### src/design/gregorian_date_counter_top_defines.svh
// ----------------------------------------------------------------------------
// Gregorian date counter assertion macros
// Shared concurrent assertion forms for the date counter design.
// ----------------------------------------------------------------------------
`ifndef GREGORIAN_DATE_COUNTER_TOP_DEFINES_SVH
`define GREGORIAN_DATE_COUNTER_TOP_DEFINES_SVH

`ifndef ASSERT_OFF
`define GDC_ASSERT_IMP(lbl, clk, rst_n, ante, cons, msg) \
	lbl: assert property (@(posedge clk) disable iff (!rst_n) (ante) |-> (cons)) \
		else $error(msg);
`define GDC_ASSERT_NXT(lbl, clk, rst_n, ante, cons, msg) \
	lbl: assert property (@(posedge clk) disable iff (!rst_n) (ante) |=> (cons)) \
		else $error(msg);
`else
`define GDC_ASSERT_IMP(lbl, clk, rst_n, ante, cons, msg)
`define GDC_ASSERT_NXT(lbl, clk, rst_n, ante, cons, msg)
`endif

`endif

### src/design/gdc_pkg.sv
// ----------------------------------------------------------------------------
// Gregorian date counter package
// Types, codes and calendar helper functions shared by the date counter.
// ----------------------------------------------------------------------------
`timescale 1ns / 1ps

package gdc_pkg;

	localparam int unsigned DAY_W   = 5;
	localparam int unsigned MONTH_W = 4;
	localparam int unsigned YEAR_W  = 12;

	typedef enum logic [1:0] {
		ACT_TICK = 2'd0,
		ACT_LOAD = 2'd1,
		ACT_CMP  = 2'd2,
		ACT_NOP  = 2'd3
	} action_t;

	localparam logic [1:0] ORD_LESS = 2'd0;
	localparam logic [1:0] ORD_EQ   = 2'd1;
	localparam logic [1:0] ORD_GT   = 2'd2;

	localparam logic [1:0] STAT_OK       = 2'd0;
	localparam logic [1:0] STAT_REJECT   = 2'd1;
	localparam logic [1:0] STAT_OVERFLOW = 2'd2;

	localparam logic [MONTH_W-1:0] MON_JAN = 4'd1;
	localparam logic [MONTH_W-1:0] MON_FEB = 4'd2;
	localparam logic [MONTH_W-1:0] MON_APR = 4'd4;
	localparam logic [MONTH_W-1:0] MON_JUN = 4'd6;
	localparam logic [MONTH_W-1:0] MON_SEP = 4'd9;
	localparam logic [MONTH_W-1:0] MON_NOV = 4'd11;
	localparam logic [MONTH_W-1:0] MON_DEC = 4'd12;

	localparam logic [DAY_W-1:0] DAY_FIRST = 5'd1;
	localparam logic [DAY_W-1:0] DAYS_28   = 5'd28;
	localparam logic [DAY_W-1:0] DAYS_29   = 5'd29;
	localparam logic [DAY_W-1:0] DAYS_30   = 5'd30;
	localparam logic [DAY_W-1:0] DAYS_31   = 5'd31;

	localparam logic [YEAR_W-1:0] YEAR_FIRST = 12'd1;

	// multiplicative inverse of 25 modulo 2**12, and the largest multiple index
	localparam logic [YEAR_W-1:0] INV25     = 12'd3113;
	localparam logic [YEAR_W-1:0] DIV25_MAX = 12'd163;

	typedef struct packed {
		action_t              action;
		logic [DAY_W-1:0]     day;
		logic [MONTH_W-1:0]   month;
		logic [YEAR_W-1:0]    year;
		logic                 load_ok;
	} gdc_item_t;

	function automatic logic is_leap(input logic [YEAR_W-1:0] y);
		logic [YEAR_W-1:0] p;
		logic              d4;
		logic              d16;
		logic              d25;
		p   = YEAR_W'(y * INV25);
		d25 = (p <= DIV25_MAX);
		d4  = (y[1:0] == 2'b00);
		d16 = (y[3:0] == 4'b0000);
		return (d4 & ~d25) | (d16 & d25);
	endfunction

	function automatic logic [DAY_W-1:0] month_len(input logic [MONTH_W-1:0] m,
		input logic leap);
		logic [DAY_W-1:0] len;
		case (m) inside
			MON_APR, MON_JUN, MON_SEP, MON_NOV: len = DAYS_30;
			MON_FEB: len = leap ? DAYS_29 : DAYS_28;
			default: len = DAYS_31;
		endcase
		return len;
	endfunction

endpackage

### src/design/gregorian_date_counter_top.sv
// ----------------------------------------------------------------------------
// Gregorian date counter
// Calendar date register with day tick, checked load and date compare.
// ----------------------------------------------------------------------------
// Input channel in_valid/in_ready carries one beat: action, day_in, month_in,
// year_in. Action 0 ticks one day, 1 loads a checked date, 2 compares the
// stored date with the given one, 3 does nothing.
// Output channel out_valid/out_ready returns one beat per input beat: the
// stored date after the step, order_code and status.
// An accepted beat is captured by the input register and then moves to the
// result register when the core advances. Throughput is one beat per cycle
// while the receiver does not stall; the stored date updates in the same cycle
// as the result register, so back-to-back beats see each other's effect.
// Reset clears both valid flags and sets the stored date to 1.1.1.
// When the receiver stalls, the result holds, the input register keeps one
// more beat, then in_ready drops until out_ready returns.
// ----------------------------------------------------------------------------
`timescale 1ns / 1ps
`include "gregorian_date_counter_top_defines.svh"

module gregorian_date_counter_top
	import gdc_pkg::*;
#(
	parameter int unsigned MAX_YEAR = 3000
) (
	input  logic                clk,
	input  logic                arst_n,
	input  logic                in_valid,
	output logic                in_ready,
	input  logic [1:0]          action,
	input  logic [DAY_W-1:0]    day_in,
	input  logic [MONTH_W-1:0]  month_in,
	input  logic [YEAR_W-1:0]   year_in,
	output logic                out_valid,
	input  logic                out_ready,
	output logic [DAY_W-1:0]    day_out,
	output logic [MONTH_W-1:0]  month_out,
	output logic [YEAR_W-1:0]   year_out,
	output logic [1:0]          order_code,
	output logic [1:0]          status
);

	localparam logic [YEAR_W-1:0] YEAR_LAST = YEAR_W'(MAX_YEAR);

	logic      valid_s1;
	gdc_item_t item_s1;
	logic      advance;

	gdc_in_stage #(
		.MAX_YEAR (MAX_YEAR)
	) u_in_stage (
		.clk      (clk),
		.arst_n   (arst_n),
		.in_valid (in_valid),
		.in_ready (in_ready),
		.action   (action),
		.day_in   (day_in),
		.month_in (month_in),
		.year_in  (year_in),
		.advance  (advance),
		.valid_s1 (valid_s1),
		.item_s1  (item_s1)
	);

	gdc_date_core #(
		.MAX_YEAR (MAX_YEAR)
	) u_date_core (
		.clk        (clk),
		.arst_n     (arst_n),
		.valid_s1   (valid_s1),
		.item_s1    (item_s1),
		.advance    (advance),
		.out_valid  (out_valid),
		.out_ready  (out_ready),
		.day_out    (day_out),
		.month_out  (month_out),
		.year_out   (year_out),
		.order_code (order_code),
		.status     (status)
	);

	`GDC_ASSERT_IMP(a_overflow_at_last, clk, arst_n, out_valid && (status == STAT_OVERFLOW),
		(day_out == DAYS_31) && (month_out == MON_DEC) && (year_out == YEAR_LAST),
		"overflow away from last date")
	`GDC_ASSERT_IMP(a_order_only_ok, clk, arst_n, out_valid && (status != STAT_OK),
		order_code == ORD_EQ, "order set on failed step")
	`GDC_ASSERT_IMP(a_date_sane, clk, arst_n, out_valid,
		(month_out >= MON_JAN) && (month_out <= MON_DEC) && (day_out >= DAY_FIRST)
		&& (year_out >= YEAR_FIRST) && (year_out <= YEAR_LAST), "stored date out of range")
	`GDC_ASSERT_NXT(a_reject_keeps_date, clk, arst_n, out_valid && out_ready,
		!(out_valid && (status == STAT_REJECT)) || ((day_out == $past(day_out))
		&& (month_out == $past(month_out)) && (year_out == $past(year_out))),
		"rejected load changed date")

endmodule

### src/design/gdc_in_stage.sv
// ----------------------------------------------------------------------------
// Gregorian date counter input stage
// Registers one input beat and precomputes the load date validity check.
// ----------------------------------------------------------------------------
`timescale 1ns / 1ps

module gdc_in_stage
	import gdc_pkg::*;
#(
	parameter int unsigned MAX_YEAR = 3000
) (
	input  logic                clk,
	input  logic                arst_n,
	input  logic                in_valid,
	output logic                in_ready,
	input  logic [1:0]          action,
	input  logic [DAY_W-1:0]    day_in,
	input  logic [MONTH_W-1:0]  month_in,
	input  logic [YEAR_W-1:0]   year_in,
	input  logic                advance,
	output logic                valid_s1,
	output gdc_item_t           item_s1
);

	localparam logic [YEAR_W-1:0] YEAR_LAST = YEAR_W'(MAX_YEAR);

	logic             valid_q;
	logic             ok;
	logic [DAY_W-1:0] len;

	always_comb begin
		len = month_len(month_in, is_leap(year_in));
		ok  = (year_in >= YEAR_FIRST) && (year_in <= YEAR_LAST)
			&& (month_in >= MON_JAN) && (month_in <= MON_DEC)
			&& (day_in >= DAY_FIRST) && (day_in <= len);
	end

	assign in_ready = ~valid_q | advance;
	assign valid_s1 = valid_q;

	always_ff @(posedge clk or negedge arst_n) begin
		if (!arst_n) begin
			valid_q <= 1'b0;
		end else if (in_ready) begin
			valid_q <= in_valid;
		end
	end

	always_ff @(posedge clk) begin
		if (in_valid && in_ready) begin
			item_s1.action  <= action_t'(action);
			item_s1.day     <= day_in;
			item_s1.month   <= month_in;
			item_s1.year    <= year_in;
			item_s1.load_ok <= ok;
		end
	end

endmodule

### src/design/gdc_date_core.sv
// ----------------------------------------------------------------------------
// Gregorian date counter core
// Holds the stored date, applies tick, load and compare, registers results.
// ----------------------------------------------------------------------------
`timescale 1ns / 1ps

module gdc_date_core
	import gdc_pkg::*;
#(
	parameter int unsigned MAX_YEAR = 3000
) (
	input  logic                clk,
	input  logic                arst_n,
	input  logic                valid_s1,
	input  gdc_item_t           item_s1,
	output logic                advance,
	output logic                out_valid,
	input  logic                out_ready,
	output logic [DAY_W-1:0]    day_out,
	output logic [MONTH_W-1:0]  month_out,
	output logic [YEAR_W-1:0]   year_out,
	output logic [1:0]          order_code,
	output logic [1:0]          status
);

	localparam logic [YEAR_W-1:0] YEAR_LAST = YEAR_W'(MAX_YEAR);

	logic [DAY_W-1:0]   cur_day_q;
	logic [MONTH_W-1:0] cur_month_q;
	logic [YEAR_W-1:0]  cur_year_q;
	logic               out_valid_q;

	logic [DAY_W-1:0]   nxt_day;
	logic [MONTH_W-1:0] nxt_month;
	logic [YEAR_W-1:0]  nxt_year;
	logic [1:0]         nxt_order;
	logic [1:0]         nxt_status;
	logic [DAY_W-1:0]   len;
	logic [20:0]        cur_key;
	logic [20:0]        in_key;

	assign advance   = valid_s1 & (~out_valid_q | out_ready);
	assign out_valid = out_valid_q;

	always_comb begin
		len        = month_len(cur_month_q, is_leap(cur_year_q));
		cur_key    = {cur_year_q, cur_month_q, cur_day_q};
		in_key     = {item_s1.year, item_s1.month, item_s1.day};
		nxt_day    = cur_day_q;
		nxt_month  = cur_month_q;
		nxt_year   = cur_year_q;
		nxt_order  = ORD_EQ;
		nxt_status = STAT_OK;
		case (item_s1.action)
			ACT_TICK: begin
				if (cur_day_q >= len) begin
					if (cur_month_q >= MON_DEC) begin
						if (cur_year_q >= YEAR_LAST) begin
							nxt_status = STAT_OVERFLOW;
						end else begin
							nxt_year  = cur_year_q + YEAR_FIRST;
							nxt_month = MON_JAN;
							nxt_day   = DAY_FIRST;
						end
					end else begin
						nxt_month = cur_month_q + MON_JAN;
						nxt_day   = DAY_FIRST;
					end
				end else begin
					nxt_day = cur_day_q + DAY_FIRST;
				end
			end
			ACT_LOAD: begin
				if (item_s1.load_ok) begin
					nxt_day   = item_s1.day;
					nxt_month = item_s1.month;
					nxt_year  = item_s1.year;
				end else begin
					nxt_status = STAT_REJECT;
				end
			end
			ACT_CMP: begin
				if (cur_key < in_key) begin
					nxt_order = ORD_LESS;
				end else if (cur_key > in_key) begin
					nxt_order = ORD_GT;
				end
			end
			default: begin
			end
		endcase
	end

	always_ff @(posedge clk or negedge arst_n) begin
		if (!arst_n) begin
			cur_day_q   <= DAY_FIRST;
			cur_month_q <= MON_JAN;
			cur_year_q  <= YEAR_FIRST;
			out_valid_q <= 1'b0;
		end else begin
			if (advance) begin
				cur_day_q   <= nxt_day;
				cur_month_q <= nxt_month;
				cur_year_q  <= nxt_year;
				out_valid_q <= 1'b1;
			end else if (out_ready) begin
				out_valid_q <= 1'b0;
			end
		end
	end

	always_ff @(posedge clk) begin
		if (advance) begin
			day_out    <= nxt_day;
			month_out  <= nxt_month;
			year_out   <= nxt_year;
			order_code <= nxt_order;
			status     <= nxt_status;
		end
	end

endmodule
### config.mk
export PLATFORM = sky130hd
export DESIGN_NAME = gregorian_date_counter_top
export DESIGN_NICKNAME = d
export VERILOG_FILES = /design/src/design/gdc_pkg.sv /design/src/design/gregorian_date_counter_top.sv /design/src/design/gdc_in_stage.sv /design/src/design/gdc_date_core.sv
export VERILOG_INCLUDE_DIRS = /design/src /design/src/design
export SDC_FILE = /design/constraint.sdc
export NUM_CORES = 1
export LEC_CHECK = 0
export BUFFER_PORTS_ARGS = -buffer_cell sky130_fd_sc_hd__buf_2
export CORE_MARGIN = 4
export CORE_UTILIZATION = 45
export DETAILED_ROUTE_END_ITERATION = 7
export PLACE_DENSITY_LB_ADDON = 0.25
export SLEW_MARGIN = 30
export SYNTH_ARGS = -nofsm -noshare
export SYNTH_HDL_FRONTEND = slang
export SYNTH_SLANG_ARGS = --single-unit
### constraint.sdc
create_clock -name clk -period 9.5 [get_ports clk]
set_input_delay 0.95 -clock clk [delete_from_list [all_inputs] [get_ports clk]]
set_output_delay 0.95 -clock clk [all_outputs]
set_load 0.01 [all_outputs]
* Yosys cells after proc, flatten, opt, wreduce, memory -nomap -nowiden
Cells that the tools add are included.
** Storage, ports and cells
- Bits in registers :: 72
- Input port bits :: 27
- Output and inout port bits :: 27
- Logic and storage cells :: 105
** Cells by class
- $add $sub $neg :: 3
- Multipliers :: 2
- $lt $le $gt $ge :: 13
- Equality and inequality tests :: 12
- Multiplexer cells :: 30
- Bitwise logic cells :: 14
- Reduce and logical (&&, ||, !) cells :: 15
** Operators by type and width (number)
- 12-bit two-way mux :: 4
- 5-bit two-way mux :: 8
- 12-bit by 8-bit <= comparator with 1-bit output, second input constant :: 2
- 12-bit by 11-bit multiplier with 12-bit output, second input constant :: 2
- 12-bit case mux with 2 select lines :: 1
- 21-bit greater-than comparator :: 1
- 21-bit < comparator :: 1
- 4-bit by 3-bit == test with 1-bit output, second input constant :: 4
- 4-bit == test, second input constant :: 4
- 4-bit two-way mux :: 4
- 12-bit by 1-bit adder with 12-bit output, second input constant :: 1
- 12-bit by 1-bit >= comparator with 1-bit output, second input constant :: 1
- 12-bit >= comparator, second input constant :: 1
- 12-bit <= comparator, second input constant :: 1
- 5-bit case mux with 2 select lines :: 1
- 4-bit by 2-bit == test with 1-bit output, second input constant :: 2
- 4-bit zero test :: 2
- 2-bit two-way mux :: 4
- 4-bit case mux with 2 select lines :: 1
- 4-bit OR reduction :: 2
- 1-bit logical AND :: 6
- 2-bit zero test :: 3
- 1-bit two-way mux :: 6
- 5-bit by 1-bit adder with 5-bit output, second input constant :: 1
- 15 further kinds :: 26

* Depth between registers and ports, before layout
Gate-level depths: netlist of run 1.
- Depth after elaboration :: 11
- Gate-level depth with buffers :: 19
- Depth with buffers taken out :: 18

* Cells and area by module
A second synthesis of run 1 with hierarchy kept.
** Second synthesis, totals
- Cell total of the unflattened synthesis :: 573
- Area, all modules :: 5680.4 um2
** Modules (own cells, without submodules)
- gdc_date_core :: instances 1, cells each 440, area an instance 4005.1 um2, sequential area each 1305.0 um2
- gdc_in_stage :: instances 1, cells each 133, area an instance 1675.4 um2, sequential area each 745.7 um2

* Worst setup path after synthesis of run 1
OpenSTA, ideal clock, no wires.
- Kind :: register to register
- Start :: reg u_date_core.cur_year_q[0]
- End :: reg u_date_core.year_out[9], data pin
- Library setup time :: 0.275 ns
- Arrival time :: 4.342 ns
- Required time :: 9.225 ns
- Setup slack :: 4.883 ns
- Stages on the path, launching flop included :: 19
- Buffers on the path :: 0
- Clock period less this slack :: 4.617 ns
- Path through :: dfstp_2 > ha_1 > inv_1 > fa_1 > inv_1 > ha_1 > inv_1 > fa_1 > nand2b_1 > a211oi_1 > o22ai_1 > xnor2_1 > o21a_1 > ha_1 > nand2b_1 > a21oi_4 > or4_1 > o311ai_1 > o311ai_1
** Between the ends
- Longest elaborated chain between the ends :: 11
- Elaborated cells between the ends (all ways) :: 18
- Those cells by class :: add/sub: 1; mul: 1; order compare: 3; mux: 7; bitwise: 4; reduce/logical: 2
** RTL lines
- start, declared :: line gdc_date_core.sv:30 : logic [YEAR_W-1:0] cur_year_q;
- start signal, assigned :: line gdc_date_core.sv:104 : cur_year_q <= nxt_year;
- 12-bit by 11-bit multiplier with 12-bit output :: line gdc_pkg.sv:61 : p = YEAR_W'(y * INV25);
- 12-bit by 8-bit <= comparator with 1-bit output :: line gdc_pkg.sv:62 : d25 = (p <= DIV25_MAX);
- 1-bit NOT :: line gdc_pkg.sv:65 : return (d4 & ~d25) | (d16 & d25);
- 1-bit AND :: line gdc_pkg.sv:65
- 1-bit bitwise OR :: line gdc_pkg.sv:65
- 1-bit two-way mux :: line gdc_pkg.sv:73 : MON_FEB: len = leap ? DAYS_29 : DAYS_28;
- 5-bit two-way mux (2 in a row) :: line gdc_pkg.sv:71 : case (m) inside
- 5-bit >= comparator :: line gdc_date_core.sv:56 : if (cur_day_q >= len) begin
- 12-bit two-way mux (*) :: line gdc_date_core.sv:56
- 12-bit case mux with 2 select lines (*) :: line gdc_date_core.sv:54 : case (item_s1.action)
- via u_date_core.nxt_year[9] :: line gdc_date_core.sv:35 : logic [YEAR_W-1:0] nxt_year;
- end signal, assigned :: line gdc_date_core.sv:116 : year_out <= nxt_year;
- end, declared :: line gdc_date_core.sv:21 : output logic [YEAR_W-1:0] year_out,
Mark *: on every way through the listed nets, which the timed path passes. The rest lies on a longest branch.
A chain may end at the register's enable or synchronous reset.

* Worst setup path in the final report of run 1
- Start :: reg u_date_core.cur_year_q[3]
- End :: reg u_date_core.year_out[4], data pin
The elaborated chain is that of the path after synthesis.

==> impl_metrics.ini, run 1 <==
[outcome]
run_status = completed

[synth]
synth.yosys.seq_area_share = 0.345
synthCells = 616
synth_fp_nets = 735
async_reset_ff_frac = 0.319
synthFlopType = edfxtp_1
syn-cell-area_sq_um = 5950
synth-seq-cells = 72
yosysWarnings = 0
synth_cell_types = 67
synth-edff-count = 49
syn_avg_cell_area_sq_um = 9.65

[clocking]
cts_resized = 0
post_cts_buffers = 0
cts_made_buffers = 9
clk_pin_slew_worst_paths_ps = 60
cts_tree = built
cts.sinks = 72
clk_latency_ps = 340
cts_root_buffer = clkbuf_16
hold_buffers = 0
clockBufferDepth = 2
htree_levels = 3

[timing]
rsz0062_at_grt = false
drv_slew = 0
tightest_slew_ps = 965
fmax_mhz = 189
period_share = 0.557
tns_ps = 0
period_minus_slack_ps = 5290
fin_skew_ps = 8.64
setup_viol = 0
max_slew_margin = 0.356
whs_ps = 512
finalHoldViolations = 0
fin_ws_ps = 4210

[setup_path]
worstReg2RegStart = u_date_core.cur_year_q[3]$_DFFE_PN0P_
worst_setup_path_start_kind = register
cp_max_fo = 17
critical_path_arrival_ps = 5350
crit_type = reg -> reg
end_kind = register
required_ps = 9560
cp-startpoint = u_date_core.cur_year_q[3]$_DFFE_PN0P_

[power]
irDropWorstVdd_v = 0.0000882
power_density_nw_per_um2 = 221
p_leak_uw = 0.00291

[global_routing]
grt_usage = 0.219
overflow = 0
grt_max_degree = 42
antenna_found_initial = 0
grt_pass1_vias = 4897
grt_pass1_wl_um = 25600

[cells_and_area]
fin_area_sq_um = 6620
nets = 776
utilization = 0.518
insertedDiodeCount = 0
area.growth.synth_to_final_pct = 11.4
drive_gt1_frac = 0.136

[place]
dpl_cell_area_sq_um = 6330
dp_slack_ps = 4270
portBuffers = 53
dp_hpwl_um = 12100
gp_congestion = 0.898

[routing]
routed_wl_um = 16100
avgViaCountPerCell = 6.07
wl_per_cell_um = 19.3
drt-initial-drc-count = 478
ant_nets = 0
drc = 0
vias = 5066
drt_pass1_iterations = 7

[floorplanning]
start_util = 0.465
die_w_um = 123
core-area_sq_um = 12800
pin_count = 54
die_h_um = 123
fp-row-count = 41
die_area_sq_um = 15100

[hold_path]
worstHoldStart = u_in_stage.valid_s1$_DFFE_PN0N_
hold_path_class = reg -> reg

[job]
maxCapViolations = 0
cell type report:
class	count	area, sq um
clock inverters	7	70.1
flip-flops and latches	72	2050
fillers	1195	6150
clock buffers	9	225
multi-input cells	445	3500
inverters	73	274
repair buffers	56	288
well taps	172	215
through the flow:
stage / instances / power [uW]
floorplan: 616 / 948
global placement: 818 / 1090
detailed placement: 818 / 1120
CTS: 834 / 1470
global route: 834 / 1570
finish: 834 / 1470
cells in the final DEF, fill, tap and decap left out, drive strengths merged, types with 8 or more instances in the layout:
cell type  instances
ha                80
inv               74
buf               56
edfxtp            49
nor2              41
nand2             34
a21oi             32
o21ai             30
dfrtp             20
xnor2             18
nand3             16
nor4              15
nand2b            12
fa                12
nor3               9
o22ai              9
nand4              9
a22oi              9
clkbuf             9
a21o               8
worst max-delay path, stage by stage, from the launching register on:
cell and delay (ps):
dfrtp_1 560, ha_1 370, inv_1 50, fa_1 490
inv_1 40, ha_1 290, inv_1 60, fa_1 450
nand2b_1 180, a211oi_1 340, o22ai_1 170, xnor2_1 150
o21a_1 180, ha_1 280, nand2b_1 190, a21oi_4 520
nor4_4 150, a311oi_1 390, a311oi_1 130
synth_stat cells (11+ instances only):
| library cell | instances | area, sq um |
|---|---|---|
| a21oi_1 | 31 | 155 |
| clkbuf_1 | 16 | 60.1 |
| dfrtp_1 | 20 | 500 |
| edfxtp_1 | 49 | 1470 |
| fa_1 | 12 | 240 |
| ha_1 | 80 | 1000 |
| inv_1 | 72 | 270 |
| nand2_1 | 34 | 128 |
| nand2b_1 | 12 | 75.1 |
| nand3_1 | 15 | 75.1 |
| nor2_1 | 41 | 154 |
| nor4_1 | 11 | 68.8 |
| o21ai_0 | 30 | 150 |
| xnor2_1 | 18 | 158 |
logic make-up after synthesis:
family / synth area share
DFF: 0.345
AOI/OAI and AO/OA: 0.184
and+or+nand+nor: 0.155
xor gates and xnor gates: 0.0309
buffers and inverters: 0.0667
adders and majority gates: 0.209
muxes: 0.0101
path summary, 6_finish.rpt:
kind | to | slack [ps] | cells after the start
hold / removal | u_date_core.out_valid$_DFFE_PN0P_ | 510 | 1
hold reg to reg | u_date_core.out_valid$_DFFE_PN0P_ | 510 | 1
max in group asynchronous | u_date_core.cur_year_q[1]$_DFFE_PN0P_ | 8450 | 1
setup reg to reg | u_date_core.year_out[4]$_DFFE_PP_ | 4210 | 18
setup / recovery | u_date_core.year_out[4]$_DFFE_PP_ | 4210 | 18
min in group asynchronous | u_date_core.cur_day_q[1]$_DFFE_PN0P_ | 630 | 1
report_power, final:
group / leakage (uW) / internal, uW / switching [uW]
sequential: 0.000753 / 393 / 87.9
clock: 0.000137 / 203 / 138
combinational: 0.00202 / 272 / 372
total: 0.00291 / 868 / 598
sequential cells by signal, indices dropped and copies added (netlist names):
signal / flops
u_in_stage.item_s1: 24
u_date_core.cur_year_q: 12
u_date_core.year_out: 12
u_date_core.cur_day_q: 5
u_date_core.day_out: 5
u_date_core.cur_month_q: 4
u_date_core.month_out: 4
u_date_core.order_code: 2
u_date_core.status: 2
u_date_core.out_valid: 1
u_in_stage.valid_s1: 1
layer usage:
layer	share of wire	wire [um]	up-vias	global-route usage
li1	-	-	2355	-
met1	0.42	6720	2432	0.297
met2	0.47	7610	249	0.345
met3	0.091	1460	30	0.0517
met4	0.020	316	0	0.0777
met5	0	0	-	0
Note: power is estimated with default switching activity, not from simulation.
==> run 2, diff against run 1 <==
- ABC_AREA: unset -> 1
- clock period: 9.5 -> 5.2 ns (I/O delays scaled with it)
==> impl_metrics.ini, run 2 <==
[outcome]
run_status = completed

[timing]
max_slew_margin = 0.432
fmax_mhz = 219
drv_slew = 0
tns_ps = 0
period_share = 0.880
setup_viol = 0
tightest_slew_ps = 850
period_minus_slack_ps = 4580
fin_skew_ps = 7.64
finalHoldViolations = 0
rsz0062_at_grt = false

[synth]
syn-cell-area_sq_um = 5840
synthMuxAreaShare = 0
synthCells = 730
yosys-top-cells-area = edfxtp_1 25%, ha_1 17%, nand2_1 13%, inv_1 8.6%, dfrtp_1 8.6%
synth_fa_ha_area_frac = 0.213
synth_fp_nets = 849
synth.yosys.seq_area_share = 0.351
synth_top_family_by_area = simple AND/OR/NAND/NOR gates
synth.most_common_cell = nand2_1
synth_xor_area_frac = 0.0120
netlist_top_cells_count = 204 x nand2_1, 134 x inv_1, 80 x ha_1
synth-edff-count = 49
synthFlopType = edfxtp_1
synth-simple-area-share = 0.234
async_reset_ff_frac = 0.319
synth_compound_area_frac = 0.0928
synth_cell_types = 44
yosysWarnings = 0
synth.top_cell.area_share = 0.252
syn_avg_cell_area_sq_um = 7.99
synth-seq-cells = 72
synth_largest_area_cell = edfxtp_1

[clocking]
clk_latency_ps = 340
clockBufferDepth = 2
cts_tree = built
cts_root_buffer = clkbuf_16
hold_buffers = 0
clk_pin_slew_worst_paths_ps = 60
post_cts_buffers = 0
cts_made_buffers = 9
cts.sinks = 72
cts_resized = 0
htree_levels = 3

[place]
dp_hpwl_um = 10500
portBuffers = 53
gp_congestion = 0.887

[global_routing]
grt-busiest-layer = met2
met1_usage = 0.250
use_met2 = 0.330
antenna_found_initial = 0
grt_max_degree = 58
grt_pass1_wl_um = 22700
grt_use_met3 = 0.0255
grt_usage = 0.192
overflow = 0
grt_pass1_vias = 4854

[setup_path]
cp_max_fo = 16
cpMostUsedCell = nand2_1
cp_slowest_cell = dfrtp_1
max_stage_delay_ps = 510
required_ps = 5280
worst_setup_path_start_kind = register
crit_type = reg -> reg
end_kind = register
critical_path_arrival_ps = 4650

[routing]
vias = 4893
drt_pass1_iterations = 5
routed_wl_um = 13400
drc = 0
wl_per_cell_um = 13.9
ant_nets = 0
drt-initial-drc-count = 277
avgViaCountPerCell = 5.08

[power]
seqPwrFrac = 0.311
internal_power_uw = 1790
power_density_nw_per_um2 = 481
p_comb_frac = 0.488
p_sw_frac = 0.434
clkPwrFrac = 0.201
irDropWorstVdd_v = 0.000168
total_power_uw = 3170
p_leak_uw = 0.00345
p_sw_uw = 1370

[cells_and_area]
largest_register_ffs = 24
fillerInstances = 1220
top_register = u_in_stage.item_s1
area.growth.synth_to_final_pct = 12.9
final_cell_mix = 204 x nand2_1, 133 x inv_1, 80 x ha_1
nets = 906
insertedDiodeCount = 0
top_regs = u_in_stage.item_s1 (24), u_date_core.cur_year_q (12), u_date_core.year_out (12)
final_common_cell = nand2_1
drive_gt1_frac = 0.114

[floorplanning]
fp-row-count = 41
die_w_um = 122
die_h_um = 122
die_area_sq_um = 14900
core-area_sq_um = 12700
start_util = 0.461
pin_count = 54

[hold_path]
hold_path_class = in -> async

[job]
maxCapViolations = 0
## run 2: changes by cell type after synthesis, moves of 8 or more
cell and change:
a21o_1 -8, clkbuf_1 -13, inv_1 +62, nand2_1 +170, nand2b_1 -12, nand3_1 +22
o21ai_1 +10, xnor2_1 -15
## run 2: critical path: cells and delay by family, from the launching register on
family	cells	cell delay, ps
compound gates	2	190
fa+ha+maj	5	1880
buf+inv	5	240
flops	1	510
simple gates	16	1520
## run 2: cells by family after synthesis
family	count (synthesis)
flip-flops	72
XOR/XNOR	8
AND/OR/NAND/NOR	321
buffers and inverters	146
adder cells (fa/ha/maj)	92
AO/OA/AOI/OAI	91
## run 2: power groups by stage
stage               Clock [uW]  Combinational, uW  Sequential [uW]
global route               672               1820             1010
global placement             0               1500              987
floorplan                    0               1160              946
CTS                        650               1560              982
finish                     637               1550              987
detailed placement           0               1530              992
## run 2: worst paths after layout
path / startpoint / end / slack (ps) / depth (start not counted)
min reg2reg: u_date_core.out_valid$_DFFE_PN0P_ / u_date_core.out_valid$_DFFE_PN0P_ / 580 / 2
min in group clk: action[0] / u_in_stage.item_s1[22]$_DFFE_PP_ / 380 / 1
max: u_date_core.cur_year_q[3]$_DFFE_PN0P_ / u_date_core.year_out[9]$_DFFE_PP_ / 620 / 28
max reg2reg: u_date_core.cur_year_q[3]$_DFFE_PN0P_ / u_date_core.year_out[9]$_DFFE_PP_ / 620 / 28
max in group asynchronous: arst_n / u_date_core.cur_year_q[7]$_DFFE_PN0P_ / 4590 / 1
min: arst_n / u_date_core.cur_day_q[3]$_DFFE_PN0P_ / 190 / 1
## run 2: routing by layer
layer / share of wire / vias up
met5: 0 / -
met4: 0.019 / 0
met3: 0.042 / 17
met2: 0.47 / 114
met1: 0.46 / 2255
li1: - / 2507
## run 2: cell type report
cell class / instances / area [sq um] / area share
Clock buffer: 12 / 256 / 0.0389
Clock inverter: 4 / 51.3 / 0.00778
Timing Repair Buffer: 55 / 280 / 0.0425
Tap cell: 172 / 215 / 0.0327
Multi-Input combinational cell: 512 / 3220 / 0.489
Sequential cell: 72 / 2050 / 0.311
Inverter: 137 / 515 / 0.0782
## run 2: through the flow
step	setup slack, ps	utilization	cell area [sq um]	hold slack (ps)	cells
final	625	0.520	6590	192	964
after global routing	262	0.520	6590	227	964
after CTS	637	0.520	6590	206	964
after detailed placement	667	0.496	6280	512	948
after global placement	753	0.496	6280	503	948
after floorplan	1050	-	5840	224	730
==> run 3, diff against run 2 <==
- REMOVE_ABC_BUFFERS: unset -> 1
- TNS_END_PERCENT: unset -> 20
==> impl_metrics.ini, run 3 (synthesis gave the netlist of run 2 again) <==
[global_routing]
grt_pass1_vias = 4976
grt_pass1_wl_um = 24100
grt_usage = 0.206
grt_max_degree = 58
antenna_found_initial = 0
overflow = 0

[setup_path]
end_kind = register
worst_setup_path_start_kind = register
crit_type = reg -> reg
cpMostUsedCell = nand2_1
required_ps = 5480
critical_path_arrival_ps = 5040
max_stage_delay_ps = 530
cp_slowest_cell = dfrtp_1
cp_max_fo = 16

[clocking]
cts_root_buffer = clkbuf_16
cts.sinks = 72
clk_latency_ps = 340
post_cts_buffers = 0
cts_made_buffers = 9
htree_levels = 3
cts_tree = built
clk_pin_slew_worst_paths_ps = 60
cts_resized = 0
hold_buffers = 0
clockBufferDepth = 2

[power]
power_density_nw_per_um2 = 487
irDropWorstVdd_v = 0.000173
total_power_uw = 3210
p_leak_uw = 0.00346

[timing]
whs_ps = 179
period_minus_slack_ps = 4760
fmax_mhz = 210
finalHoldViolations = 0
tns_ps = 0
fin_skew_ps = 6.24
setup_viol = 0
rsz0062_at_grt = false
period_share = 0.915
max_slew_margin = 0.417
fin_ws_ps = 441
tightest_slew_ps = 875
drv_slew = 0

[place]
dp_slack_ps = 560
dp_hpwl_um = 10900
dp_cells = 948
gp_congestion = 0.998
portBuffers = 53

[floorplanning]
pin_count = 54
start_util = 0.461
core-area_sq_um = 12700
die_area_sq_um = 14900
die_w_um = 122
die_h_um = 122
fp-row-count = 41

[cells_and_area]
drive_gt1_frac = 0.114
top_register = u_in_stage.item_s1
fillerInstances = 1217
area.growth.synth_to_final_pct = 13.0
final_common_cell = nand2_1
top_regs = u_in_stage.item_s1 (24), u_date_core.cur_year_q (12), u_date_core.year_out (12)
final_cell_mix = 204 x nand2_1, 133 x inv_1, 80 x ha_1
final_cells = 964
insertedDiodeCount = 0
largest_register_ffs = 24
nets = 906

[routing]
routed_wl_um = 14000
drc = 0
wl_per_cell_um = 14.5
drt-initial-drc-count = 387
avgViaCountPerCell = 5.21
vias = 5019
ant_nets = 0
drt_pass1_iterations = 5

[hold_path]
hold_path_class = in -> async

[job]
maxCapViolations = 0

[outcome]
run_status = completed
[run 3: changes by cell type in the layout (fill, tap and decap cells not counted)]
cell / before / now
clkinv_2: 2 / 4
bufinv_16: 1 / 2
clkinvlp_4: 1 / 0
clkbuf_8: 2 / 0
[run 3: cell type report]
cell class | instances | area [sq um] | share of cell area
Timing Repair Buffer | 55 | 280 | 0.0425
Clock inverter | 6 | 83.8 | 0.0127
Inverter | 137 | 515 | 0.0782
Sequential cell | 72 | 2050 | 0.311
Multi-Input combinational cell | 512 | 3220 | 0.488
Clock buffer | 10 | 229 | 0.0347
Tap cell | 172 | 215 | 0.0326
[run 3: routing by layer]
layer,vias to the layer above,GRT usage,wire (um)
met1,2311,0.266,6060
met3,31,0.0283,787
met2,165,0.348,6730
met5,-,0,0
li1,2512,-,-
met4,0,0.0833,427
[run 3: final timing paths]
check / startpoint / endpoint / slack, ps / depth (start not counted)
worst max-delay path: u_date_core.cur_year_q[3]$_DFFE_PN0P_ / u_date_core.cur_year_q[7]$_DFFE_PN0P_ / 440 / 29
worst min-delay path: arst_n / u_date_core.cur_day_q[3]$_DFFE_PN0P_ / 180 / 1
worst max register to register: u_date_core.cur_year_q[3]$_DFFE_PN0P_ / u_date_core.cur_year_q[7]$_DFFE_PN0P_ / 440 / 29
worst min register to register: u_date_core.out_valid$_DFFE_PN0P_ / u_date_core.out_valid$_DFFE_PN0P_ / 530 / 2
max in group asynchronous: arst_n / u_in_stage.valid_s1$_DFFE_PN0N_ / 4620 / 1
min in group clk: action[0] / u_in_stage.item_s1[22]$_DFFE_PP_ / 380 / 1
[run 3: where the power goes]
group	internal, uW	switching, uW	total, uW
clock network	419	239	658
logic	615	945	1560
registers	786	208	994
total	1820	1390	3210
[run 3: per-stage QoR]
step / area, sq um / util
finish: 6600 / 0.520
floorplan: 5790 / -
CTS: 6590 / 0.520
detailed placement: 6280 / 0.496
global route: 6600 / 0.520
global placement: 6280 / 0.496
[run 3: worst max-delay path: cells and delay by family (launching register included)]
kind | cells | cell delay [ps]
fa+ha+maj | 5 | 1910
simple gates | 17 | 1660
flops | 1 | 530
compound gates | 3 | 390
buf+inv | 4 | 190
